$ cat config.mk
export PLATFORM = sky130hd
export DESIGN_NAME = pps_isqrt
export DESIGN_NICKNAME = d
export VERILOG_FILES = /design/src/sv/pps_pkg.sv /design/src/sv/pps_isqrt.sv
export SDC_FILE = /design/constraint.sdc
export NUM_CORES = 1
export LEC_CHECK = 0
export BUFFER_PORTS_ARGS = -buffer_cell sky130_fd_sc_hd__buf_2
export CORE_ASPECT_RATIO = 1.1
export CORE_MARGIN = 2
export CORE_UTILIZATION = 28
export DETAILED_ROUTE_END_ITERATION = 6
export GPL_ROUTABILITY_DRIVEN = 1
export GPL_TIMING_DRIVEN = 0
export PLACE_DENSITY = 0.54
export SLEW_MARGIN = 20
export SYNTH_ARGS = -nofsm -noshare
export SYNTH_HDL_FRONTEND = slang
export SYNTH_SLANG_ARGS = --single-unit
$ cat constraint.sdc
create_clock -name aclk -period 8.3 [get_ports aclk]
set_input_delay 2.075 -clock aclk [delete_from_list [all_inputs] [get_ports aclk]]
set_output_delay 2.075 -clock aclk [all_outputs]
set_load 0.03 [all_outputs]
$ cat src/sv/pps_pkg.sv
// Package for the pure pursuit steering block: payload structs, widths,
// mode and register codes, CORDIC arctangent table. No dependencies.
`default_nettype none
package pps_pkg;

    localparam int PATH_DEPTH_DEF = 1024;
    localparam int COORD_W        = 24;
    localparam int DIFF_W         = COORD_W + 1;
    localparam int SQ_W           = 2 * DIFF_W;
    localparam int ROOT_W         = DIFF_W;
    localparam int LOOK_W         = 23;
    localparam int ANGLE_W        = 16;
    localparam int HEAD_W         = 16;
    localparam int CMD_W          = 16;
    localparam int INDEX_OUT_W    = 10;
    localparam int LAT_W          = 28;
    localparam int CORDIC_STEPS   = 14;
    localparam int CORDIC_W       = 36;
    localparam int ZW             = 18;
    localparam int GAIN_W         = 31;
    localparam logic [GAIN_W-1:0] GAIN_INV = 31'd652032874;
    localparam logic [14:0] CMD_ONE = 15'd16384;
    localparam int CFG_W          = 23;

    localparam logic [1:0] MODE_APPEND = 2'd0;
    localparam logic [1:0] MODE_POSE   = 2'd1;
    localparam logic [1:0] MODE_TICK   = 2'd2;
    localparam logic [1:0] MODE_SPARE  = 2'd3;

    localparam logic CFG_LOOKAHEAD = 1'b0;
    localparam logic CFG_MAX_ANGLE = 1'b1;

    localparam logic [LOOK_W-1:0]  LOOK_RESET  = 23'd32768;
    localparam logic [ANGLE_W-1:0] ANGLE_RESET = 16'd4096;

    typedef struct packed {
        logic [1:0]                 mode;
        logic signed [COORD_W-1:0]  coord_x;
        logic signed [COORD_W-1:0]  coord_y;
        logic signed [HEAD_W-1:0]   heading;
    } in_item_t;

    typedef struct packed {
        logic signed [CMD_W-1:0]     steering_command;
        logic [INDEX_OUT_W-1:0]      closest_index;
        logic [INDEX_OUT_W-1:0]      lookahead_index;
    } out_item_t;

    function automatic logic signed [ZW-1:0] atan_entry(input logic [3:0] i);
        logic signed [ZW-1:0] v;
        case (i)
            4'd0:    v = 18'sd8192;
            4'd1:    v = 18'sd4836;
            4'd2:    v = 18'sd2555;
            4'd3:    v = 18'sd1297;
            4'd4:    v = 18'sd651;
            4'd5:    v = 18'sd326;
            4'd6:    v = 18'sd163;
            4'd7:    v = 18'sd81;
            4'd8:    v = 18'sd41;
            4'd9:    v = 18'sd20;
            4'd10:   v = 18'sd10;
            4'd11:   v = 18'sd5;
            4'd12:   v = 18'sd3;
            4'd13:   v = 18'sd1;
            default: v = 18'sd0;
        endcase
        return v;
    endfunction

endpackage
`default_nettype wire

$ cat src/sv/pps_isqrt.sv
// Bit-serial integer square root, one result bit per cycle.
// Depends on pps_pkg.
`default_nettype none
module pps_isqrt (
    input  wire                         aclk,
    input  wire                         aresetn,
    input  wire                         start,
    input  wire [pps_pkg::SQ_W-1:0]     radicand,
    output logic                        done,
    output logic [pps_pkg::ROOT_W-1:0]  root
);
    import pps_pkg::*;

    logic [SQ_W-1:0] v_reg, r_reg, bit_reg;
    logic            busy_reg, done_reg;
    logic [SQ_W-1:0] trial;

    assign trial = r_reg + bit_reg;

    always_ff @(posedge aclk) begin
        if (!aresetn) begin
            busy_reg <= 1'b0;
            done_reg <= 1'b0;
        end else begin
            done_reg <= 1'b0;
            if (start) begin
                v_reg    <= radicand;
                r_reg    <= '0;
                bit_reg  <= SQ_W'(1) << (SQ_W - 2);
                busy_reg <= 1'b1;
            end else if (busy_reg) begin
                if (v_reg >= trial) begin
                    v_reg <= v_reg - trial;
                    r_reg <= (r_reg >> 1) + bit_reg;
                end else begin
                    r_reg <= r_reg >> 1;
                end
                bit_reg <= bit_reg >> 2;
                if (bit_reg[0]) begin
                    busy_reg <= 1'b0;
                    done_reg <= 1'b1;
                end
            end
        end
    end

    assign done = done_reg;
    assign root = r_reg[ROOT_W-1:0];

endmodule
`default_nettype wire

# Word-level counts from Yosys, hierarchy flattened
# Index checks and enable logic that the tools add are counted.
dict set report classes {
  add_sub_neg 3
  order_cmp 1
  muxes 10
  n_bitwise 2
  reduce_logical 5
}
# cell n
set op_table {}
lappend op_table {{50-bit two-way mux} 5}
lappend op_table {{49-bit by 49-bit adder with 50-bit output} 1}
lappend op_table {{50-bit by 49-bit adder with 50-bit output} 1}
lappend op_table {{50-bit greater-or-equal comparator} 1}
lappend op_table {{50-bit subtractor} 1}
lappend op_table {{49-bit two-way mux} 1}
lappend op_table {{1-bit two-way mux} 4}
lappend op_table {{2-bit nonzero test} 2}
lappend op_table {{3-bit AND reduction} 1}
lappend op_table {{3-bit OR reduction} 1}
lappend op_table {{1-bit NOT} 2}
lappend op_table {{2-bit AND reduction} 1}
dict set report word_totals {
  ff_bits 127
  input_bits 53
  output_inout_bits 26
  wordCells 26
}

# Longest topological paths before layout
dict set report logic_depth {
  depth_word 5
  depth_mapped 23
  ltp_nobuf 22
}

# Worst setup path before layout
# No wires, ideal clock.
dict set report synth_timing {
  path_type {flip-flop to flip-flop}
  start {reg r_reg[4]}
  end {reg v_reg[0], enable pin}
  setup_ps 534
  arrival_ps 8269
  required_ps 7766
  slack_ps -503
  stages_incl_launch_ff 22
  path_buffers 2
  synth_period_minus_slack_ps 8803
  path_cell_list {edfxtp_1 -> ha_1 -> a211oi_1 -> a221oi_2 -> a2111oi_2 -> o21bai_2 -> a211oi_2 -> o31ai_2 -> a21boi_1 -> nand2b_1 -> a31oi_1 -> xor2_1 -> ha_1 -> and3_1 -> and3_1 -> nand2_1 -> o31ai_1 -> a21o_1 -> clkbuf_1 -> clkbuf_1 -> nor2_1 -> a21boi_0}
}
dict set report synth_via {
  elab_chain_len 4
}
# element line
set synth_lines {}
lappend synth_lines {{start, declared} pps_isqrt.sv:14} ;# logic [SQ_W-1:0] v_reg, r_reg, bit_reg;
lappend synth_lines {{start signal, assigned} pps_isqrt.sv:34} ;# r_reg <= (r_reg >> 1) + bit_reg;
lappend synth_lines {{start signal, assigned} pps_isqrt.sv:36} ;# r_reg <= r_reg >> 1;
lappend synth_lines {{50-bit by 49-bit adder with 50-bit output} pps_isqrt.sv:18} ;# assign trial = r_reg + bit_reg;
lappend synth_lines {{50-bit greater-or-equal comparator} pps_isqrt.sv:32} ;# if (v_reg >= trial) begin
lappend synth_lines {{2-bit nonzero test (no source line)} n/a}
lappend synth_lines {{3-bit AND reduction (no source line)} n/a}
lappend synth_lines {{end signal, assigned} pps_isqrt.sv:27} ;# v_reg <= radicand;
lappend synth_lines {{end signal, assigned} pps_isqrt.sv:33} ;# v_reg <= v_reg - trial;
lappend synth_lines {{end, declared} pps_isqrt.sv:14}
# No other way between the ends.
# A chain may end at the register's enable or synchronous reset.

# Worst setup path in the final report
dict set report layout_timing {
  start {reg r_reg[2]}
  end {reg v_reg[13], enable pin}
}
# The elaborated chain is that of the path after synthesis.

==> flow_summary_export.csv <==
group,metric,value,unit
synthesis,synth_flop_cell,"edfxtp_1",
clocking,post_cts_resized,0,
placement,pre_cts_ws,321.7,ps
final_layout,nNetsFinal,1593,
timing,tns,0,ps
die,core_area,41380,um^2
synthesis,syn_inst,1328,
critical_path,worst-r2r-cell-count,24,
synthesis,synthArstFlopShare,0,
synthesis,ys_ff_latch,127,
critical_path,crit_slowest_cell,"nor4_1",
placement,numPortBuffers,78,
die,start_util,0.2849,
clocking,cts.sink_count,127,
critical_path,path_delay_family,"compound AO/OA/AOI/OAI gates",
final_layout,syn2layout_area_growth,15.99,%
routing,first_pass_iters,7,
timing,setup_viol,0,
timing,max_slew_margin,0.3814,
power,powerDensity,217.3,nW/um^2
critical_path,critPathLaunchType,"register",
critical_path,path_class,"reg -> reg",
timing,max_slew.worst_pin.slew,927.9,ps
routing,vias,10400,
clocking,insertion_delay,450,ps
routing,wl_per_cell,18.60,um
routing,drt_iter0_drc,756,
clocking,clock_path_buffers,2,
timing,slew_violations,0,
synthesis,synthesis.area,11790,um^2
synthesis,synthTopCellsByCount,"nand2_1 (137), edfxtp_1 (125), o21ai_0 (110), ha_1 (102), nor2_1 (91)",
synthesis,synth-seq-area-share,0.3218,
placement,hpwl,29300,um
critical_path,cp.arrival,7830,ps
timing,timing.final.crit_share,0.9246,
timing,worst_hold_slack,503.0,ps
worst_hold_path,hold_class,"reg -> reg",
critical_path,worstPathRequired,8450,ps
routing,ant_nets,0,
worst_hold_path,hold_start,"busy_reg$_SDFF_PN0_",
critical_path,worstReg2RegStart,"r_reg[2]$_SDFFCE_PP0P_",
die,die_h,219.2,um
clocking,path_clk_slew,60,ps
final_layout,drive_gt1_frac,0.1600,
clocking,clockRootBuffer,"clkbuf_16",
critical_path,critPathCaptureType,"register",
critical_path,ff2ff_setup_slack,630,ps
die,die_area,43760,um^2
global_route,grt_max_degree,50,
final_layout,postLayoutCellArea,13670,um^2
placement,place_area,12990,um^2
power,ir_drop,0.0001493,V
timing,hold_violations,0,
routing,viasPerCell,5.173,
synthesis,yosysMostFrequentCell,"nand2_1",
critical_path,r2r-end,"v_reg[13]$_DFFE_PP_",
synthesis,synthesis.nets,1484,
synthesis,yosysTopAreaCell,"edfxtp_1",
global_route,grt_usage,0.1718,
die,fp.dieW,199.6,um
status,status,"finished with violations",
placement,gp_congestion,0.8910,
timing,skew,11.78,ps
critical_path,critical_path_peak_fanout,20,
final_layout,num-fill-cells,4375,
global_route,grt_pass1_wl,56900,um
synthesis,ys_types,80,
routing,routed_wl,37380,um
timing,max_freq,130.3,MHz
clocking,tritoncts,"done",
synthesis,synth.top_cells.by_area,"edfxtp_1 (32%), ha_1 (11%), o21ai_0 (4.7%)",
worst_hold_path,holdPathStages,1,
die,io_pins,79,
global_route,grt_pass1_vias,10130,
timing,setup_ws,625.8,ps
clocking,numCtsBuffers,17,
status,violations,"design-rule violations",
timing,rsz0062_at_grt,"false",
power,power_leakage,5.372,nW
final_layout,n_antenna_cell,0,
flow_run,drv_cap,0,
timing,finalCriticalPeriod,7674,ps
synthesis,synth.avg_cell_area,8.876,um^2
final_layout,fin_cells,2010,
critical_path,path_cells,"ha_1 > nand3_1 > a221oi_2 > a2111oi_2 > o21bai_2 > a211oi_2 > o31ai_2 > a21boi_1 > o21ai_1 > a31oi_1 > xor2_1 > ha_1 > buf_2 > nand4_1 > nor4_1 > nand4_1 > o31ai_1 > a21o_1 > clkbuf_1 > clkbuf_2 > nor2_1 > a21boi_4 > buf_12 > buf_16",
critical_path,cp_num_buf_inv,5,
global_route,grt.overflow.total,0,
die,std_cell_rows,78,
synthesis,synth_edf_count,125,
worst_hold_path,holdPathEnd,"done$_SDFF_PP0_",
placement,dp_cells,1969,
global_route,antenna_found_initial,0,
clocking,htree_levels,4,
critical_path,slowest_delay,580,ps
routing,drc,4,
synthesis,yosysWarnings,0,
synthesis,synth_top_area_frac,0.3184,
==> per-stage QoR <==
step                      total power, mW  utilization
after CTS                           2.972       0.3285
after detailed placement            2.165       0.3138
after global placement              2.149       0.3113
final                               2.971       0.3304
after global routing                3.162       0.3304
after floorplan                     1.829            -
==> cells by family after synthesis <==
kind of cell / synth area share
AOI/OAI and AO/OA: 0.2404
and+or+nand+nor: 0.1716
DFF: 0.3218
xor gates and xnor gates: 0.08322
buffers and inverters: 0.04522
adders and majority gates: 0.1100
muxes: 0.02770
==> layout by cell type (no fill, tap or decap), types with 10 or more instances in the layout <==
cell type  Yosys  routed
nand2_1      137     137
edfxtp_1     125     125
o21ai_0      110     110
ha_1         102     102
nor2_1        91      91
a21oi_1       89      88
buf_2          8      86
xor2_1        62      62
nor2b_1       57      57
a31oi_1       54      54
xnor2_1       50      50
a21o_1        46      46
nor3_1        41      41
buf_4         27      35
clkbuf_1      35      34
inv_1         29      29
mux2_2        26      26
nand3_1       22      22
nand4_1       21      21
a211oi_1      19      19
clkbuf_16      0      17
o21bai_1      13      13
nand2b_1      11      11
and3_1        11      11
o31ai_1       10      10
==> worst register-to-register path, cell delays in order (launching register included) <==
cell and delay, ps:
edfxtp_1 500, ha_1 390, nand3_1 130, a221oi_2 470, a2111oi_2 180, o21bai_2 270, a211oi_2 150, o31ai_2 480
a21boi_1 200, o21ai_1 230, a31oi_1 130, xor2_1 170, ha_1 280, buf_2 190, nand4_1 240, nor4_1 580
nand4_1 290, o31ai_1 470, a21o_1 310, clkbuf_1 580, clkbuf_2 420, nor2_1 170, a21boi_4 190, buf_12 180
buf_16 180
==> cell type report <==
type / count / area [um^2] / share of cell area
Buffer: 75 / 426.7 / 0.03121
Timing Repair Buffer: 90 / 553.0 / 0.04045
Clock inverter: 13 / 162.7 / 0.01190
Sequential cell: 127 / 3794 / 0.2775
Clock buffer: 19 / 442.9 / 0.03240
Inverter: 29 / 108.9 / 0.007962
Multi-Input combinational cell: 1097 / 7483 / 0.5474
Tap cell: 560 / 700.7 / 0.05125
==> power breakdown <==
part	internal (mW)	switching [mW]
Combinational	0.524	0.771
Sequential	0.809	0.0699
Clock	0.481	0.317
Total	1.81	1.16
==> worst max-delay path by stage <==
| stage | from | end | slack, ps | cells past startpoint |
|---|---|---|---|---|
| 6_report | r_reg[2]$_SDFFCE_PP0P_ | v_reg[13]$_DFFE_PP_ | 630 | 24 |
| 5_1_grt | r_reg[2]$_SDFFCE_PP0P_ | v_reg[27]$_DFFE_PP_ | 150 | 24 |
| 4_1_cts | r_reg[2]$_SDFFCE_PP0P_ | v_reg[11]$_DFFE_PP_ | 280 | 23 |
| 3_5_place_dp | r_reg[2]$_SDFFCE_PP0P_ | v_reg[7]$_DFFE_PP_ | 320 | 23 |
| 3_3_place_gp | r_reg[6]$_SDFFCE_PP0P_ | v_reg[7]$_DFFE_PP_ | -2680 | 22 |
| 2_1_floorplan | r_reg[4]$_SDFFCE_PP0P_ | v_reg[0]$_DFFE_PP_ | 990 | 21 |
==> layer usage <==
metal | wire [um] | share of wire | global-route usage
met5 | 0 | 0 | 0
met4 | 1542 | 0.041 | 0.08395
met3 | 1781 | 0.048 | 0.02966
met2 | 17570 | 0.47 | 0.2825
met1 | 16490 | 0.44 | 0.2169
==> timing repair <==
item | in CTS | in global routing
endpoints found under the setup margin | 0 | 50
buffers inserted | 0 | 9
hold buffers | 0 | 0
No activity file was read; power rests on OpenSTA's default activity.
