## src/sv/pps_pkg.sv

```systemverilog
// Package for the pure pursuit steering block: payload structs, widths,
// mode and register codes, CORDIC arctangent table. No dependencies.
`default_nettype none
package pps_pkg;

    localparam int PATH_DEPTH_DEF = 1024;
    localparam int COORD_W        = 24;
    localparam int DIFF_W         = COORD_W + 1;
    localparam int SQ_W           = 2 * DIFF_W;
    localparam int ROOT_W         = DIFF_W;
    localparam int LOOK_W         = 23;
    localparam int ANGLE_W        = 16;
    localparam int HEAD_W         = 16;
    localparam int CMD_W          = 16;
    localparam int INDEX_OUT_W    = 10;
    localparam int LAT_W          = 28;
    localparam int CORDIC_STEPS   = 14;
    localparam int CORDIC_W       = 36;
    localparam int ZW             = 18;
    localparam int GAIN_W         = 31;
    localparam logic [GAIN_W-1:0] GAIN_INV = 31'd652032874;
    localparam logic [14:0] CMD_ONE = 15'd16384;
    localparam int CFG_W          = 23;

    localparam logic [1:0] MODE_APPEND = 2'd0;
    localparam logic [1:0] MODE_POSE   = 2'd1;
    localparam logic [1:0] MODE_TICK   = 2'd2;
    localparam logic [1:0] MODE_SPARE  = 2'd3;

    localparam logic CFG_LOOKAHEAD = 1'b0;
    localparam logic CFG_MAX_ANGLE = 1'b1;

    localparam logic [LOOK_W-1:0]  LOOK_RESET  = 23'd32768;
    localparam logic [ANGLE_W-1:0] ANGLE_RESET = 16'd4096;

    typedef struct packed {
        logic [1:0]                 mode;
        logic signed [COORD_W-1:0]  coord_x;
        logic signed [COORD_W-1:0]  coord_y;
        logic signed [HEAD_W-1:0]   heading;
    } in_item_t;

    typedef struct packed {
        logic signed [CMD_W-1:0]     steering_command;
        logic [INDEX_OUT_W-1:0]      closest_index;
        logic [INDEX_OUT_W-1:0]      lookahead_index;
    } out_item_t;

    function automatic logic signed [ZW-1:0] atan_entry(input logic [3:0] i);
        logic signed [ZW-1:0] v;
        case (i)
            4'd0:    v = 18'sd8192;
            4'd1:    v = 18'sd4836;
            4'd2:    v = 18'sd2555;
            4'd3:    v = 18'sd1297;
            4'd4:    v = 18'sd651;
            4'd5:    v = 18'sd326;
            4'd6:    v = 18'sd163;
            4'd7:    v = 18'sd81;
            4'd8:    v = 18'sd41;
            4'd9:    v = 18'sd20;
            4'd10:   v = 18'sd10;
            4'd11:   v = 18'sd5;
            4'd12:   v = 18'sd3;
            4'd13:   v = 18'sd1;
            default: v = 18'sd0;
        endcase
        return v;
    endfunction

endpackage
`default_nettype wire

```

## src/sv/pps_cmd_div.sv

```systemverilog
// Steering command: L^2*M in partial products, then restoring division
// with saturation to plus or minus one. Depends on pps_pkg.
`default_nettype none
module pps_cmd_div (
    input  wire                                  aclk,
    input  wire                                  aresetn,
    input  wire                                  start,
    input  wire signed [pps_pkg::LAT_W-1:0]      d,
    input  wire [pps_pkg::LOOK_W-1:0]            look,
    input  wire [pps_pkg::ANGLE_W-1:0]           angle,
    output logic                                 done,
    output logic signed [pps_pkg::CMD_W-1:0]     cmd
);
    import pps_pkg::*;

    typedef enum logic [2:0] {D_IDLE, D_SQ, D_LO, D_HI, D_CHK, D_ITER, D_FIN} dstate_t;

    localparam int R_W = 64;
    localparam int LSQ_W = 2 * LOOK_W;
    localparam int PP_W = LOOK_W + ANGLE_W;

    dstate_t               state_reg;
    logic                  neg_reg, zero_reg, done_reg;
    logic [LAT_W-1:0]      mag_reg;
    logic [LSQ_W-1:0]      lsq_reg;
    logic [R_W-1:0]        den_reg, r_reg;
    logic [14:0]           q_reg;
    logic [3:0]            step_reg;
    logic signed [CMD_W-1:0] cmd_reg;
    logic [R_W-1:0]        r_sh;
    logic [PP_W-1:0]       pp;

    assign r_sh = r_reg << 1;
    assign pp = (state_reg == D_LO) ? lsq_reg[LOOK_W-1:0] * angle
                                    : lsq_reg[LSQ_W-1:LOOK_W] * angle;

    always_ff @(posedge aclk) begin
        if (!aresetn) begin
            state_reg <= D_IDLE;
            done_reg  <= 1'b0;
        end else begin
            done_reg <= 1'b0;
            unique case (state_reg)
                D_IDLE: begin
                    if (start) begin
                        neg_reg   <= d[LAT_W-1];
                        zero_reg  <= (d == '0);
                        mag_reg   <= d[LAT_W-1] ? LAT_W'(-d) : LAT_W'(d);
                        state_reg <= D_SQ;
                    end
                end
                D_SQ: begin
                    lsq_reg   <= LSQ_W'(look * look);
                    state_reg <= D_LO;
                end
                D_LO: begin
                    den_reg   <= R_W'(pp);
                    r_reg     <= R_W'(mag_reg) << 29;
                    state_reg <= D_HI;
                end
                D_HI: begin
                    den_reg   <= den_reg + (R_W'(pp) << LOOK_W);
                    state_reg <= D_CHK;
                end
                D_CHK: begin
                    q_reg    <= '0;
                    step_reg <= '0;
                    if (zero_reg) begin
                        state_reg <= D_FIN;
                    end else if (r_reg >= den_reg) begin
                        q_reg     <= CMD_ONE;
                        state_reg <= D_FIN;
                    end else begin
                        state_reg <= D_ITER;
                    end
                end
                D_ITER: begin
                    if (r_sh >= den_reg) begin
                        r_reg <= r_sh - den_reg;
                        q_reg <= {q_reg[13:0], 1'b1};
                    end else begin
                        r_reg <= r_sh;
                        q_reg <= {q_reg[13:0], 1'b0};
                    end
                    step_reg <= step_reg + 4'd1;
                    if (step_reg == 4'd13) begin
                        state_reg <= D_FIN;
                    end
                end
                D_FIN: begin
                    cmd_reg   <= neg_reg ? -$signed({1'b0, q_reg}) : $signed({1'b0, q_reg});
                    done_reg  <= 1'b1;
                    state_reg <= D_IDLE;
                end
                default: state_reg <= D_IDLE;
            endcase
        end
    end

    assign done = done_reg;
    assign cmd  = cmd_reg;

endmodule
`default_nettype wire

```

## config.mk

```make
export PLATFORM = sky130hd
export DESIGN_NAME = pps_cmd_div
export DESIGN_NICKNAME = d
export VERILOG_FILES = /design/src/sv/pps_pkg.sv /design/src/sv/pps_cmd_div.sv
export SDC_FILE = /design/constraint.sdc
export NUM_CORES = 2
export LEC_CHECK = 0
export ABC_AREA = 1
export BUFFER_PORTS_ARGS = -buffer_cell sky130_fd_sc_hd__buf_2
export CAP_MARGIN = 20
export CORE_UTILIZATION = 27
export CTS_CLUSTER_DIAMETER = 80
export DETAILED_ROUTE_END_ITERATION = 12
export PLACE_DENSITY = 0.49
export SYNTH_ARGS = -nofsm -noshare
export SYNTH_HDL_FRONTEND = slang
export SYNTH_SLANG_ARGS = --single-unit
```

## constraint.sdc

```tcl
create_clock -name aclk -period 8.1 [get_ports aclk]
set_input_delay 1.62 -clock aclk [delete_from_list [all_inputs] [get_ports aclk]]
set_output_delay 1.62 -clock aclk [all_outputs]
set_load 0.02 [all_outputs]
```

* Word level (Yosys, flattened, before mapping)
Index checks and enable logic that the tools add are counted.
** Word-level totals
- Register bits after elaboration :: 243
- Bits of input ports :: 70
- Output and inout port bits :: 17
- Word-level logic and storage cells :: 61
** Cells by class
- Add/subtract/negate cells :: 5
- Multipliers :: 3
- Order comparisons :: 2
- Eq/ne operators :: 9
- Multiplexer cells :: 17
- Reduce and logical (&&, ||, !) cells :: 12
** Operator list (count)
- 64-bit one-hot mux with 2 select lines :: 2
- 64-bit >= comparator :: 2
- 23-bit by 16-bit multiplier with 39-bit output :: 2
- 64-bit by 62-bit adder with 64-bit output :: 1
- 64-bit 2-to-1 mux :: 1
- 64-bit subtractor :: 1
- 23-bit by 23-bit multiplier with 46-bit output :: 1
- 15-bit 2-to-1 mux :: 3
- 39-bit 2-to-1 mux :: 1
- 15-bit one-hot mux with 2 select lines :: 1
- 28-bit zero test :: 1
- 28-bit negation :: 1
- 27-bit 2-to-1 mux :: 1
- 3-bit one-hot mux with 6 select lines :: 1
- 15-bit negation with 16-bit output :: 1
- 2-bit AND reduction :: 6
- 3-bit equality test, second input constant :: 3
- 4-bit one-hot mux with 2 select lines :: 1
- 3-bit by 2-bit equality test with 1-bit output, second input constant :: 2
- 3-bit 2-to-1 mux :: 2
- 2-bit nonzero test :: 3
- 4-bit by 1-bit adder with 4-bit output, second input constant :: 1
- 4-bit equality test, second input constant :: 1
- 2-bit 2-to-1 mux :: 2
- other kinds (5) :: 7

* Depth between registers and ports, before layout
- Depth in word-level cells :: 4
- Depth in mapped cells :: 43
- Gate-level depth less buffers :: 41

* Least setup slack after synthesis
Ideal clock, no wire load.
- Path kind :: input to register
- Start point :: input angle[7] in the netlist's numbering
- End point :: register den_reg[60], data pin
- Setup time :: 0.253 ns
- Data arrival time :: 8.063 ns
- Data required time :: 7.847 ns
- Path slack :: -0.216 ns
- Stages on the path :: 35
- Buffers on the path :: 2
- Cell sequence :: clkbuf_1 -> clkbuf_1 -> nand2_1 -> fa_1 -> inv_1 -> fa_1 -> inv_1 -> fa_1 -> inv_1 -> fa_1 -> fa_1 -> inv_1 -> fa_1 -> inv_1 -> ha_1 -> nand2_1 -> nor2_1 -> nand2_1 -> o21ai_0 -> nand2_1 -> nand3_1 -> nand3_1 -> and2_1 -> ha_1 -> nand2_1 -> nor2_1 -> inv_1 -> nor2_1 -> inv_1 -> nor4_1 -> nand3_1 -> nand4_1 -> nand2_1 -> nand2_1 -> nor2_1
** Between the ends
- Word-level cells in the longest chain between the ends :: 4
- Elaborated cells between the ends (all ways) :: 5
- Those cells by class :: 1 x add/sub; 2 x mul; 2 x mux
** Ends and longest elaborated chain
- start: declaration :: line pps_cmd_div.sv:10 : input wire [pps_pkg::ANGLE_W-1:0] angle,
- 23-bit by 16-bit multiplier with 39-bit output, on equally long branches :: line pps_cmd_div.sv:35, pps_cmd_div.sv:34
- 39-bit 2-to-1 mux (*) :: line pps_cmd_div.sv:34 : assign pp = (state_reg == D_LO) ? lsq_reg[LOOK_W-1:0] * angle
- 64-bit by 62-bit adder with 64-bit output (*) :: line pps_cmd_div.sv:62 : den_reg <= den_reg + (R_W'(pp) << LOOK_W);
- 64-bit one-hot mux with 2 select lines (*) :: line pps_cmd_div.sv:43 : unique case (state_reg)
- end signal: assignment :: line pps_cmd_div.sv:57 : den_reg <= R_W'(pp);
- end signal: assignment :: line pps_cmd_div.sv:62
- end: declaration :: line pps_cmd_div.sv:26 : logic [R_W-1:0] den_reg, r_reg;
Mark *: on every way between the ends. The rest lies on a longest branch, timed or not.
A chain may end at the register's enable or synchronous reset.

* Worst setup path after layout
- Start point :: input angle[10] in the netlist's numbering
- End point :: register den_reg[56], data pin
The elaborated chain is that of the path after synthesis.

==> metrics.yaml <==
run_status:
  outcome: "finished, final reports clean"
cts:
  cts.sinks: 242
  cts_buffers: 37
  clk_root_buffer_cell: "clkbuf_16"
  cts_tree: "yes"
  clk_pin_slew_ns: 0.06
  clk_latency_ns: 0.57
  h-tree-depth: 2
  clockBufferDepth: 3
timing:
  worst_slew_pin_slew_ns: 1.03
  slew_violations: 0
  post-route-period-util: 0.994
  finalHoldViolations: 0
  rsz0062_at_grt: "true"
  fmax_mhz: 124
  post-route-min-period_ns: 8.05
  max_slew_margin: 0.316
  tns_ns: 0
  setup_viol: 0
  clock_skew_ns: 0.0325
critical_path:
  rr_worst_depth: 33
  cpPeakStageDelay_ns: 0.55
  cp.arrival_ns: 8.37
  cp-start-kind: "primary input"
  cp-endpoint: "den_reg[56]"
  crit_start: "angle[10]"
  crit_slowest_cell: "fa_1"
  cp_max_fo: 16
  regToRegEndpoint: "den_reg[61]"
  critPathKind: "primary input to flip-flop"
  endpoint_kind: "flip-flop"
  crit-reg2reg-launch: "lsq_reg[6]"
  crit_top_cell: "fa_1"
  r2r_slack_ns: 0.46
  cp.required_ns: 8.42
placed_design:
  dp_cells: 12000
  io_buffers: 86
  postPlaceCellArea_sq_um: 70700
  hpwl_microns: 185000
  place_congestion: 0.951
global_routing:
  grt_pass1_vias: 56900
  grt-ovfl-total: 0
  grt_antenna_before_repair: 5
  grt_start_max_net_pins: 65
  gr-usage-all-layers: 0.187
  grt_pass1_wl_microns: 334000
cells_and_area:
  fill_cells: 24300
  nets: 10700
  area.growth.synth_to_final_pct: 23.3
  stdcell_count: 12100
  multiInputGateArea_sq_um: 47900
  final_area_sq_um: 75800
  layout-drive-gt1-share: 0.169
  antenna_cells_inserted: 0
  regArea_sq_um: 7230
  final_util: 0.336
synth:
  synth_area_leader_cell: "fa_1"
  ys_warn_count: 0
  synth_cell_types: 51
  ys_seq_elements: 242
  synth_edf_count: 238
  synthTopCellsByArea: "fa_1 31%, inv_1 14%, nand2_1 14%"
  netlist_area_sq_um: 61500
  async_flop_share: 0
  synth_cells: 8422
  ys_seq_area_frac: 0.118
  syn_avg_cell_area_sq_um: 7.30
  synthTopCellsByCount: "2272 x inv_1, 2226 x nand2_1, 965 x fa_1, 570 x ha_1, 507 x nor2_1"
  synth-main-ff-cell: "edfxtp_1"
  synth_top_cell_area_share: 0.314
  synth.most_common_cell: "inv_1"
drt:
  wire_per_inst_microns: 18.0
  avgViaCountPerCell: 4.51
  drt_iter0_drc: 3509
  firstDrtPassIters: 6
  drc: 0
  ant_nets: 0
  route.vias.total: 54500
  drt_wl_total_microns: 217000
floorplan:
  die_area_sq_um: 230000
  start_util: 0.273
  io_pins: 87
  design.core.area_sq_um: 226000
  dieWidth_microns: 479
  std_cell_rows: 174
  die_h_microns: 479
min_path:
  hold_class: "flip-flop to flip-flop"
  worstHoldStart: "mag_reg[14]"
job:
  cap_violations: 0
-- cell type report --
type / instances / share of cell area
timing repair buffer: 864 / 0.0958
multi-input combinational: 5639 / 0.631
clock inverter: 25 / 0.00224
sequential: 242 / 0.0953
tap: 2992 / 0.0494
clock buffer: 38 / 0.0125
inverter: 2284 / 0.113
-- logic make-up (layout without fill, tap and decap cells) --
group / after synthesis / after routing / synth area share
other cells: 2 / 8 / 0.000122
flops: 242 / 242 / 0.118
xor+xnor: 144 / 144 / 0.0205
compound gates: 742 / 742 / 0.0655
buf+inv: 2547 / 3211 / 0.156
fa+ha+maj: 1535 / 1535 / 0.430
simple gates: 3210 / 3210 / 0.210
-- how the worst min path moves through the flow --
stage | endpoint | slack (ns) | depth (start not counted)
CTS | cmd[0] | 0.51 | 0
finish | r_reg[43] | 0.51 | 2
detailed placement | cmd[0] | 0.49 | 0
floorplan | cmd[0] | 0.43 | 0
global placement | cmd[0] | 0.49 | 0
global route | cmd[0] | 0.51 | 0
-- cells in the final DEF (no fill, tap or decap), types with 74 or more instances in the layout --
cell / count
fa_1: 953
a21oi_1: 279
buf_4: 692
xor2_1: 81
nor2_1: 412
buf_2: 74
ha_1: 503
nand2_2: 84
o21ai_0: 160
nand3_1: 237
inv_1: 2231
nand2_1: 2119
edfxtp_1: 238
-- routing by layer --
layer  share of wire  track usage  routed length, microns
met4           0.020       0.0368                    4320
met2            0.48        0.323                  104000
met3           0.043       0.0149                    9320
met1            0.46        0.256                   99400
met5               0            0                       0
-- timing repair --
item / in CTS / in global routing
buffers inserted: 10 / 45
resized for setup: 280 / 563
endpoints found under the hold margin: 0 / 0
cloned: 1 / 6
setup endpoints to repair: 29 / 30
hold buffers: 0 / 0
pin swaps: 48 / 176
-- worst max-delay path, delay by kind of cell --
family          cells  cell delay, ns
compound gates      1            0.05
fa+ha+maj           8            3.62
buf+inv            10            1.11
simple gates       14            1.91
-- metrics by stage --
stage / hold slack [ns] / setup WS [ns]
final: 0.510 / 0.0521
after global placement: 0.486 / -1.64
after global routing: 0.510 / -0.217
after detailed placement: 0.491 / -1.54
after CTS: 0.510 / 0.0000266
after floorplan: 0.426 / 0.00657
Power is left out: the tool's default activity adds up to more than one toggle a clock period on the data nets, which glitch-free logic cannot reach.
