## src/sv/pps_pkg.sv

```systemverilog
// Package for the pure pursuit steering block: payload structs, widths,
// mode and register codes, CORDIC arctangent table. No dependencies.
`default_nettype none
package pps_pkg;

    localparam int PATH_DEPTH_DEF = 1024;
    localparam int COORD_W        = 24;
    localparam int DIFF_W         = COORD_W + 1;
    localparam int SQ_W           = 2 * DIFF_W;
    localparam int ROOT_W         = DIFF_W;
    localparam int LOOK_W         = 23;
    localparam int ANGLE_W        = 16;
    localparam int HEAD_W         = 16;
    localparam int CMD_W          = 16;
    localparam int INDEX_OUT_W    = 10;
    localparam int LAT_W          = 28;
    localparam int CORDIC_STEPS   = 14;
    localparam int CORDIC_W       = 36;
    localparam int ZW             = 18;
    localparam int GAIN_W         = 31;
    localparam logic [GAIN_W-1:0] GAIN_INV = 31'd652032874;
    localparam logic [14:0] CMD_ONE = 15'd16384;
    localparam int CFG_W          = 23;

    localparam logic [1:0] MODE_APPEND = 2'd0;
    localparam logic [1:0] MODE_POSE   = 2'd1;
    localparam logic [1:0] MODE_TICK   = 2'd2;
    localparam logic [1:0] MODE_SPARE  = 2'd3;

    localparam logic CFG_LOOKAHEAD = 1'b0;
    localparam logic CFG_MAX_ANGLE = 1'b1;

    localparam logic [LOOK_W-1:0]  LOOK_RESET  = 23'd32768;
    localparam logic [ANGLE_W-1:0] ANGLE_RESET = 16'd4096;

    typedef struct packed {
        logic [1:0]                 mode;
        logic signed [COORD_W-1:0]  coord_x;
        logic signed [COORD_W-1:0]  coord_y;
        logic signed [HEAD_W-1:0]   heading;
    } in_item_t;

    typedef struct packed {
        logic signed [CMD_W-1:0]     steering_command;
        logic [INDEX_OUT_W-1:0]      closest_index;
        logic [INDEX_OUT_W-1:0]      lookahead_index;
    } out_item_t;

    function automatic logic signed [ZW-1:0] atan_entry(input logic [3:0] i);
        logic signed [ZW-1:0] v;
        case (i)
            4'd0:    v = 18'sd8192;
            4'd1:    v = 18'sd4836;
            4'd2:    v = 18'sd2555;
            4'd3:    v = 18'sd1297;
            4'd4:    v = 18'sd651;
            4'd5:    v = 18'sd326;
            4'd6:    v = 18'sd163;
            4'd7:    v = 18'sd81;
            4'd8:    v = 18'sd41;
            4'd9:    v = 18'sd20;
            4'd10:   v = 18'sd10;
            4'd11:   v = 18'sd5;
            4'd12:   v = 18'sd3;
            4'd13:   v = 18'sd1;
            default: v = 18'sd0;
        endcase
        return v;
    endfunction

endpackage
`default_nettype wire

```

## src/sv/pps_rotate.sv

```systemverilog
// CORDIC rotation of the target offset into the car frame, one iteration
// per cycle, then gain compensation and rounding. Depends on pps_pkg.
`default_nettype none
module pps_rotate (
    input  wire                                  aclk,
    input  wire                                  aresetn,
    input  wire                                  start,
    input  wire signed [pps_pkg::DIFF_W-1:0]     dx,
    input  wire signed [pps_pkg::DIFF_W-1:0]     dy,
    input  wire signed [pps_pkg::HEAD_W-1:0]     head,
    output logic                                 done,
    output logic signed [pps_pkg::LAT_W-1:0]     lat
);
    import pps_pkg::*;

    typedef enum logic [1:0] {R_IDLE, R_ITER, R_MUL, R_ROUND} rstate_t;

    localparam int PROD_W = CORDIC_W - 8 + GAIN_W;

    rstate_t                    state_reg;
    logic signed [CORDIC_W-1:0] x_reg, y_reg;
    logic signed [ZW-1:0]       z_reg;
    logic [3:0]                 step_reg;
    logic signed [PROD_W-1:0]   prod_reg;
    logic signed [LAT_W-1:0]    lat_reg;
    logic                       done_reg;

    logic signed [CORDIC_W-1:0] x0, y0, xs, ys;
    logic signed [ZW-1:0]       z0;
    logic signed [CORDIC_W-9:0] ysh;
    logic signed [PROD_W-1:0]   rounded;

    assign x0 = $signed({{(CORDIC_W-DIFF_W-8){dx[DIFF_W-1]}}, dx, 8'b0});
    assign y0 = $signed({{(CORDIC_W-DIFF_W-8){dy[DIFF_W-1]}}, dy, 8'b0});
    assign z0 = -$signed({{(ZW-HEAD_W){head[HEAD_W-1]}}, head});
    assign xs = x_reg >>> step_reg;
    assign ys = y_reg >>> step_reg;
    assign ysh = y_reg[CORDIC_W-1:8];
    assign rounded = prod_reg + (PROD_W'(1) <<< 29);

    always_ff @(posedge aclk) begin
        if (!aresetn) begin
            state_reg <= R_IDLE;
            done_reg  <= 1'b0;
        end else begin
            done_reg <= 1'b0;
            unique case (state_reg)
                R_IDLE: begin
                    if (start) begin
                        step_reg <= '0;
                        if (z0 > 18'sd16384) begin
                            x_reg <= -x0;
                            y_reg <= -y0;
                            z_reg <= z0 - 18'sd32768;
                        end else if (z0 < -18'sd16384) begin
                            x_reg <= -x0;
                            y_reg <= -y0;
                            z_reg <= z0 + 18'sd32768;
                        end else begin
                            x_reg <= x0;
                            y_reg <= y0;
                            z_reg <= z0;
                        end
                        state_reg <= R_ITER;
                    end
                end
                R_ITER: begin
                    if (z_reg >= 0) begin
                        x_reg <= x_reg - ys;
                        y_reg <= y_reg + xs;
                        z_reg <= z_reg - atan_entry(step_reg);
                    end else begin
                        x_reg <= x_reg + ys;
                        y_reg <= y_reg - xs;
                        z_reg <= z_reg + atan_entry(step_reg);
                    end
                    step_reg <= step_reg + 4'd1;
                    if (step_reg == 4'(CORDIC_STEPS - 1)) begin
                        state_reg <= R_MUL;
                    end
                end
                R_MUL: begin
                    prod_reg  <= PROD_W'(ysh * $signed({1'b0, GAIN_INV}));
                    state_reg <= R_ROUND;
                end
                R_ROUND: begin
                    lat_reg   <= rounded[LAT_W+29:30];
                    done_reg  <= 1'b1;
                    state_reg <= R_IDLE;
                end
                default: state_reg <= R_IDLE;
            endcase
        end
    end

    assign done = done_reg;
    assign lat  = lat_reg;

endmodule
`default_nettype wire

```

## config.mk

```make
export PLATFORM = sky130hd
export DESIGN_NAME = pps_rotate
export DESIGN_NICKNAME = d
export VERILOG_FILES = /design/src/sv/pps_pkg.sv /design/src/sv/pps_rotate.sv
export SDC_FILE = /design/constraint.sdc
export NUM_CORES = 2
export LEC_CHECK = 0
export CORE_MARGIN = 1.5
export CORE_UTILIZATION = 60
export DETAILED_ROUTE_END_ITERATION = 8
export DONT_BUFFER_PORTS = 1
export PLACE_DENSITY_LB_ADDON = 0.15
export SLEW_MARGIN = 30
export SYNTH_ARGS = -nofsm -noshare
export SYNTH_HDL_FRONTEND = slang
export SYNTH_SLANG_ARGS = --single-unit
```

## constraint.sdc

```tcl
create_clock -name aclk -period 7.41 [get_ports aclk]
set_input_delay 1.482 -clock aclk [delete_from_list [all_inputs] [get_ports aclk]]
set_output_delay 1.482 -clock aclk [all_outputs]
set_load 0.005 [all_outputs]
```

* Word-level counts from Yosys, hierarchy flattened *
Memory sizes are Yosys's and may differ from the RTL's. A register that Yosys moved wholly into a read port is not among the register bits.
Index checks and enable logic that the tools add are counted.

storage, ports and cells
  bits in read-only memories = 448
  RAM bits = 0
  bits in registers = 182
  output and inout port bits = 29
  memories = 2
  input port bits = 69
  latch bits = 0

memory list
  name             words  bits a word  rd ports  clocked after Yosys merged registers in  write ports  RTL line       RTL
  (no name shown)  16     14           1         1                                        0            pps_pkg.sv:51  case (i)
  (no name shown)  16     14           1         1                                        0            pps_pkg.sv:51

operators by class
  muxes and demuxes = 29
  div/mod/pow operators = 0
  add/sub/neg operators = 13
  shift-type cells = 2
  order comparisons = 3
  multipliers = 1
  equal/unequal tests = 6
  bitwise gates (word level) = 0
  reduce and logical (&&, ||, !) cells = 6

operators with widths
  kind                                                                count
  two-way mux 36 bit                                                  8
  two-way mux 18 bit                                                  10
  case mux 36 bit (2 select lines)                                    2
  adder 36 bit                                                        2
  negator 33 -> 36 bit                                                2
  >>> shifter 36 x 4 -> 36 bit                                        2
  subtractor 36 bit                                                   2
  adder 58 x 31 -> 58 bit, second input constant                      1
  multiplier 28 x 30 -> 57 bit, second input constant                 1
  case mux 18 bit (2 select lines)                                    1
  adder 18 x 17 -> 18 bit, second input constant                      1
  adder 18 bit                                                        1
  greater-or-equal comparator 18 x 1 -> 1 bit, second input constant  1
  > comparator 18 x 16 -> 1 bit, second input constant                1
  < comparator 18 x 15 -> 1 bit, second input constant                1
  negator 16 -> 18 bit                                                1
  subtractor 18 x 17 -> 18 bit, second input constant                 1
  subtractor 18 bit                                                   1
  two-way mux 4 bit                                                   3
  case mux 2 bit (4 select lines)                                     1
  case mux 4 bit (2 select lines)                                     1
  AND reduction 2 bit                                                 3
  adder 4 x 1 -> 4 bit, second input constant                         1
  == test 2 bit, second input constant                                2
  other kinds (8)                                                     10

* Logic depth before layout (Yosys ltp) *
  depth in word-level cells = 7
  depth in mapped cells = 32

* Worst setup path before layout *
OpenSTA, ideal clock, no wires.

  path type = register -> register
  from = reg y_reg[16]
  to = reg prod_reg[45], data pin
  data arrival time = 6893 ps
  cell stages (with the launch flop) = 26
  setup slack = 259 ps
  clock period less this slack = 7151 ps
  path buffers = 0
  required time = 7152 ps
  cell sequence = edfxtp_1 -> inv_1 -> ha_1 -> inv_1 -> fa_1 -> fa_1 -> inv_1 -> fa_1 -> inv_1 -> fa_1 -> inv_1 -> fa_1 -> fa_1 -> inv_1 -> ha_1 -> ha_1 -> nand4_1 -> a2111o_1 -> a211o_1 -> a21oi_1 -> nor3_1 -> o21ai_0 -> a21oi_1 -> o21a_1 -> o31a_1 -> xnor2_1

on the way
  longest elaborated chain between the ends = 1

ends and longest elaborated chain
  item                          RTL line          RTL
  start, declared               pps_rotate.sv:21  logic signed [CORDIC_W-1:0] x_reg, y_reg;
  start signal, assigned        pps_rotate.sv:53  y_reg <= -y0;
  start signal, assigned        pps_rotate.sv:57  y_reg <= -y0;
  start signal, assigned        pps_rotate.sv:61  y_reg <= y0;
  multiplier 28 x 30 -> 57 bit  pps_rotate.sv:83  prod_reg <= PROD_W'(ysh * $signed({1'b0, GAIN_INV}));
  end signal, assigned          pps_rotate.sv:83
  end, declared                 pps_rotate.sv:24  logic signed [PROD_W-1:0] prod_reg;

Every way passes these cells.
A chain may end at the register's enable or synchronous reset.

* Worst setup path in the final report *
  from = reg y_reg[15]
  to = reg prod_reg[45], data pin

The elaborated chain is that of the path after synthesis.

==> run summary <==
Root buffer cell: sky130_fd_sc_hd__clkbuf_16. The met1 global-route usage came out at 45.3%. The worst setup path is of the flip-flop to flip-flop kind.

For this run, the leading register cell type out of synthesis is sky130_fd_sc_hd__edfxtp_1. The post-synth design cell area is 33400 um2, and the initial antenna violation count is 5. The detail-routed net length per standard cell is 22.4 um.

STA classifies the critical path startpoint as a flip-flop. The worst-path cell with the longest stage delay was sky130_fd_sc_hd__fa_1. Once the floorplan was initialized, standard cells occupied 60.7% of the core. After detailed routing, the number of remaining DRC violations is 0. In this run the critical register-to-register path is launched from y_reg[15]. Of the available clock period, the critical path in the final layout requires 97.5%. In this run the deepest clock path goes through 2 buffers. For the number of instances in the synthesized netlist, the log shows 3604. The remaining global-route overflow came out at 0. Dividing the detail-routed via count by the number of cells gives 6.05. Clock net sink count: 168. The die is 239 um wide. The share of async-settable or async-resettable flops after synthesis came out at 0%.

The detail route stage leaves a number of antenna-violating nets equal to 0. The final layout contains 4631 nets. Port buffering added 0 buffers. The tools report the critical path capture point type as a flip-flop. Number of synthesized register bits: 168. The library cells used most frequently in the layout, excluding fill and tap cells, are 607 x sky130_fd_sc_hd__inv_1, 418 x sky130_fd_sc_hd__ha_1, 344 x sky130_fd_sc_hd__fa_1, 265 x sky130_fd_sc_hd__buf_4, 247 x sky130_fd_sc_hd__nand2_1.

Data on the critical path arrives at its endpoint at 7.49 ns. The number of fillers in the final layout was 4473; the delay of the slowest cell on the worst path was 0.57 ns. In this run the mean area of a mapped cell was 9.28 um2. In the global route stage, met3 resource usage came out at 5.75%. The worst hold path belongs to the class flip-flop to flip-flop. After the first detailed-routing iteration, the DRC count stood at 2424. The run gives 156000 um as the first-pass GRT wire length.

The total core area came out at 55100 um2. After clock tree synthesis, the clock-pin slew on the worst setup and hold paths is 0.09 ns. In this run the register-to-register setup slack is 0.18 ns. For the worst setup path, the data required time is 7.68 ns. The synthesis-to-layout area growth came out at 9.64%. Following the worst setup path forward leads to its endpoint at prod_reg[45]. The netlist uses 103 different library cells. The share of the Yosys chip area taken by registers is 14.6%.

CTS built an H-tree with a depth of 4. The run gives 0 as the count of endpoints failing setup in the final report. The library cell used most frequently in the layout, excluding fill and tap cells, is sky130_fd_sc_hd__inv_1. The routing layer with the top usage in global route was met2. Across every metal layer, demand over resource in global routing totals 36.1%. The via count of the first global-routing pass is 27900. The logs give 102000 um for the final wirelength and 0.0219 ns for the worst-case clock skew. Along the worst path, the maximum fanout reaches 4. TritonCTS created 17 clock buffers. Clock latency on the worst-skew pair, taken at its later pin, is 0.52 ns.

The height of the die is 239 um. The depth of the worst register-to-register path was 26. The congestion estimate from routability-driven global placement came to 1.02. The tools report the count of final max-slew check failures as 0. First-pass iteration count of the detailed router: 6. 98 I/O pins were placed. The tools report the count of vias placed by the detailed router as 27500. Prior to clock tree synthesis, the placed netlist has a worst setup slack of -0.319 ns. The hold violation count in the final report is 0, and the count of synthesis-stage warnings from yosys is 0. Of the cells placed in the final design, the portion with a size suffix greater than 1 is 12.9%. After layout, the worst setup slack is 0.183 ns. The largest net degree at the start of global routing came out at 102. The die covers 57100 um2.

Tracing the worst setup path back leads to its startpoint at y_reg[15]. The net count of the mapped netlist came out at 4455. Static timing analysis puts the maximum clock frequency at 138 MHz. The floorplan has 86 rows. The capturing point of the worst reg2reg path is prod_reg[45].

Max-cap violations in this run came to 0. For the met2 track demand over resource, the log shows 62.0%. TritonCTS built the clock tree. The flow ran to the end, and the final reports show no timing, DRC or antenna violations. The cell seen most often among critical-path stages was sky130_fd_sc_hd__fa_1.

Measured against its own limit, the worst slew margin works out to 36.2%. After layout, the minimum clock period comes to 7.23 ns. At the pin with the least slew margin, the transition time is 0.947 ns. Yosys mapped a number of flops with a built-in enable equal to 151.

After legalization and detailed placement, the total HPWL measured 84600 um. The run gives 0 as the number of hold buffers added after cts.
==> cell usage after synthesis (21+ instances only) <==
cell type                  instances  area, um2
sky130_fd_sc_hd__a211oi_1         21        158
sky130_fd_sc_hd__nor2b_1          45        282
sky130_fd_sc_hd__inv_1           613       2300
sky130_fd_sc_hd__and3_1           23        144
sky130_fd_sc_hd__edfxtp_1        151       4530
sky130_fd_sc_hd__or3_1            43        269
sky130_fd_sc_hd__mux4_2           62       1400
sky130_fd_sc_hd__a21oi_1         174        871
sky130_fd_sc_hd__xor2_1          105        920
sky130_fd_sc_hd__nand3_1          63        315
sky130_fd_sc_hd__mux2i_1          50        500
sky130_fd_sc_hd__o211ai_1         23        173
sky130_fd_sc_hd__nand4_1          29        181
sky130_fd_sc_hd__clkbuf_1         62        233
sky130_fd_sc_hd__a21o_1           62        465
sky130_fd_sc_hd__o31ai_1          36        270
sky130_fd_sc_hd__mux2_2           25        282
sky130_fd_sc_hd__nor2_1          176        661
sky130_fd_sc_hd__nor3_1           66        330
sky130_fd_sc_hd__fa_1            353       7070
sky130_fd_sc_hd__xnor2_1         141       1230
sky130_fd_sc_hd__ha_1            429       5370
sky130_fd_sc_hd__and2_1           24        150
sky130_fd_sc_hd__nand2_1         247        927
sky130_fd_sc_hd__o21a_1           21        158
sky130_fd_sc_hd__nand2b_1         32        200
sky130_fd_sc_hd__o21ai_0         179        896
==> metal layers <==
metal | wire (um) | vias up
li1 | - | 12700
met1 | 41200 | 13400
met2 | 49900 | 1078
met3 | 6370 | 256
met4 | 4310 | 4
met5 | 28 | -
==> how the worst min path moves through the flow <==
stage | start | endpoint | slack, ns | cells after the start
global route | state_reg[1] | state_reg[1] | 0.60 | 2
finish | state_reg[1] | state_reg[1] | 0.59 | 2
CTS | state_reg[1] | state_reg[1] | 0.59 | 2
detailed placement | prod_reg[46] | lat[16] | 0.57 | 1
floorplan | state_reg[0] | state_reg[0] | 0.50 | 2
global placement | state_reg[1] | state_reg[1] | 0.54 | 2
==> area by class of cell <==
type,instances,area [um2],area share [%]
diodes,1,2.50,0.00683
repair buffers,270,2070,5.65
multi-input cells,2708,25900,70.6
clock inverters,15,168,0.457
well taps,748,936,2.55
flip-flops and latches,168,4870,13.3
inverters,615,2310,6.31
clock buffers,17,425,1.16
==> repair_timing <==
action | 4_1_cts | 5_1_grt
pin swaps | 2 | 25
resized for setup | 6 | 42
buffers inserted | 1 | 16
setup endpoints to repair | 10 | 15
==> kinds of logic (layout without fill, tap and decap cells) <==
family	after synthesis	after routing	synth area share, %
AO/OA/AOI/OAI	700	700	13.5
buffers and inverters	728	917	8.76
flip-flops	168	168	14.6
adder cells (fa/ha/maj)	782	782	37.2
other	0	1	0
XOR/XNOR	246	246	6.44
multiplexers	148	148	7.09
AND/OR/NAND/NOR	832	832	12.5
==> stage by stage <==
step | hold WS [ns] | std cells | area [um2] | util [%] | setup TNS (ns)
floorplan | 0.500 | 3604 | 33400 | - | 0
global placement | 0.536 | 4492 | 35700 | 64.8 | -1.03
detailed placement | 0.570 | 4492 | 35700 | 64.8 | -1.57
CTS | 0.588 | 4525 | 36300 | 65.9 | 0
global route | 0.598 | 4541 | 36700 | 66.5 | -0.0603
finish | 0.586 | 4542 | 36700 | 66.5 | 0
==> worst max-delay path: cells and delay by family, from the launching register on <==
family	cells	cell delay [ns]
adders and majority gates	9	4.00
AOI/OAI and AO/OA	5	0.84
buffers and inverters	8	0.96
xor gates and xnor gates	1	0.12
DFF	1	0.45
and+or+nand+nor	3	0.57
Power is left out: the tool's default activity adds up to more than one toggle a clock period on the data nets, which glitch-free logic cannot reach.
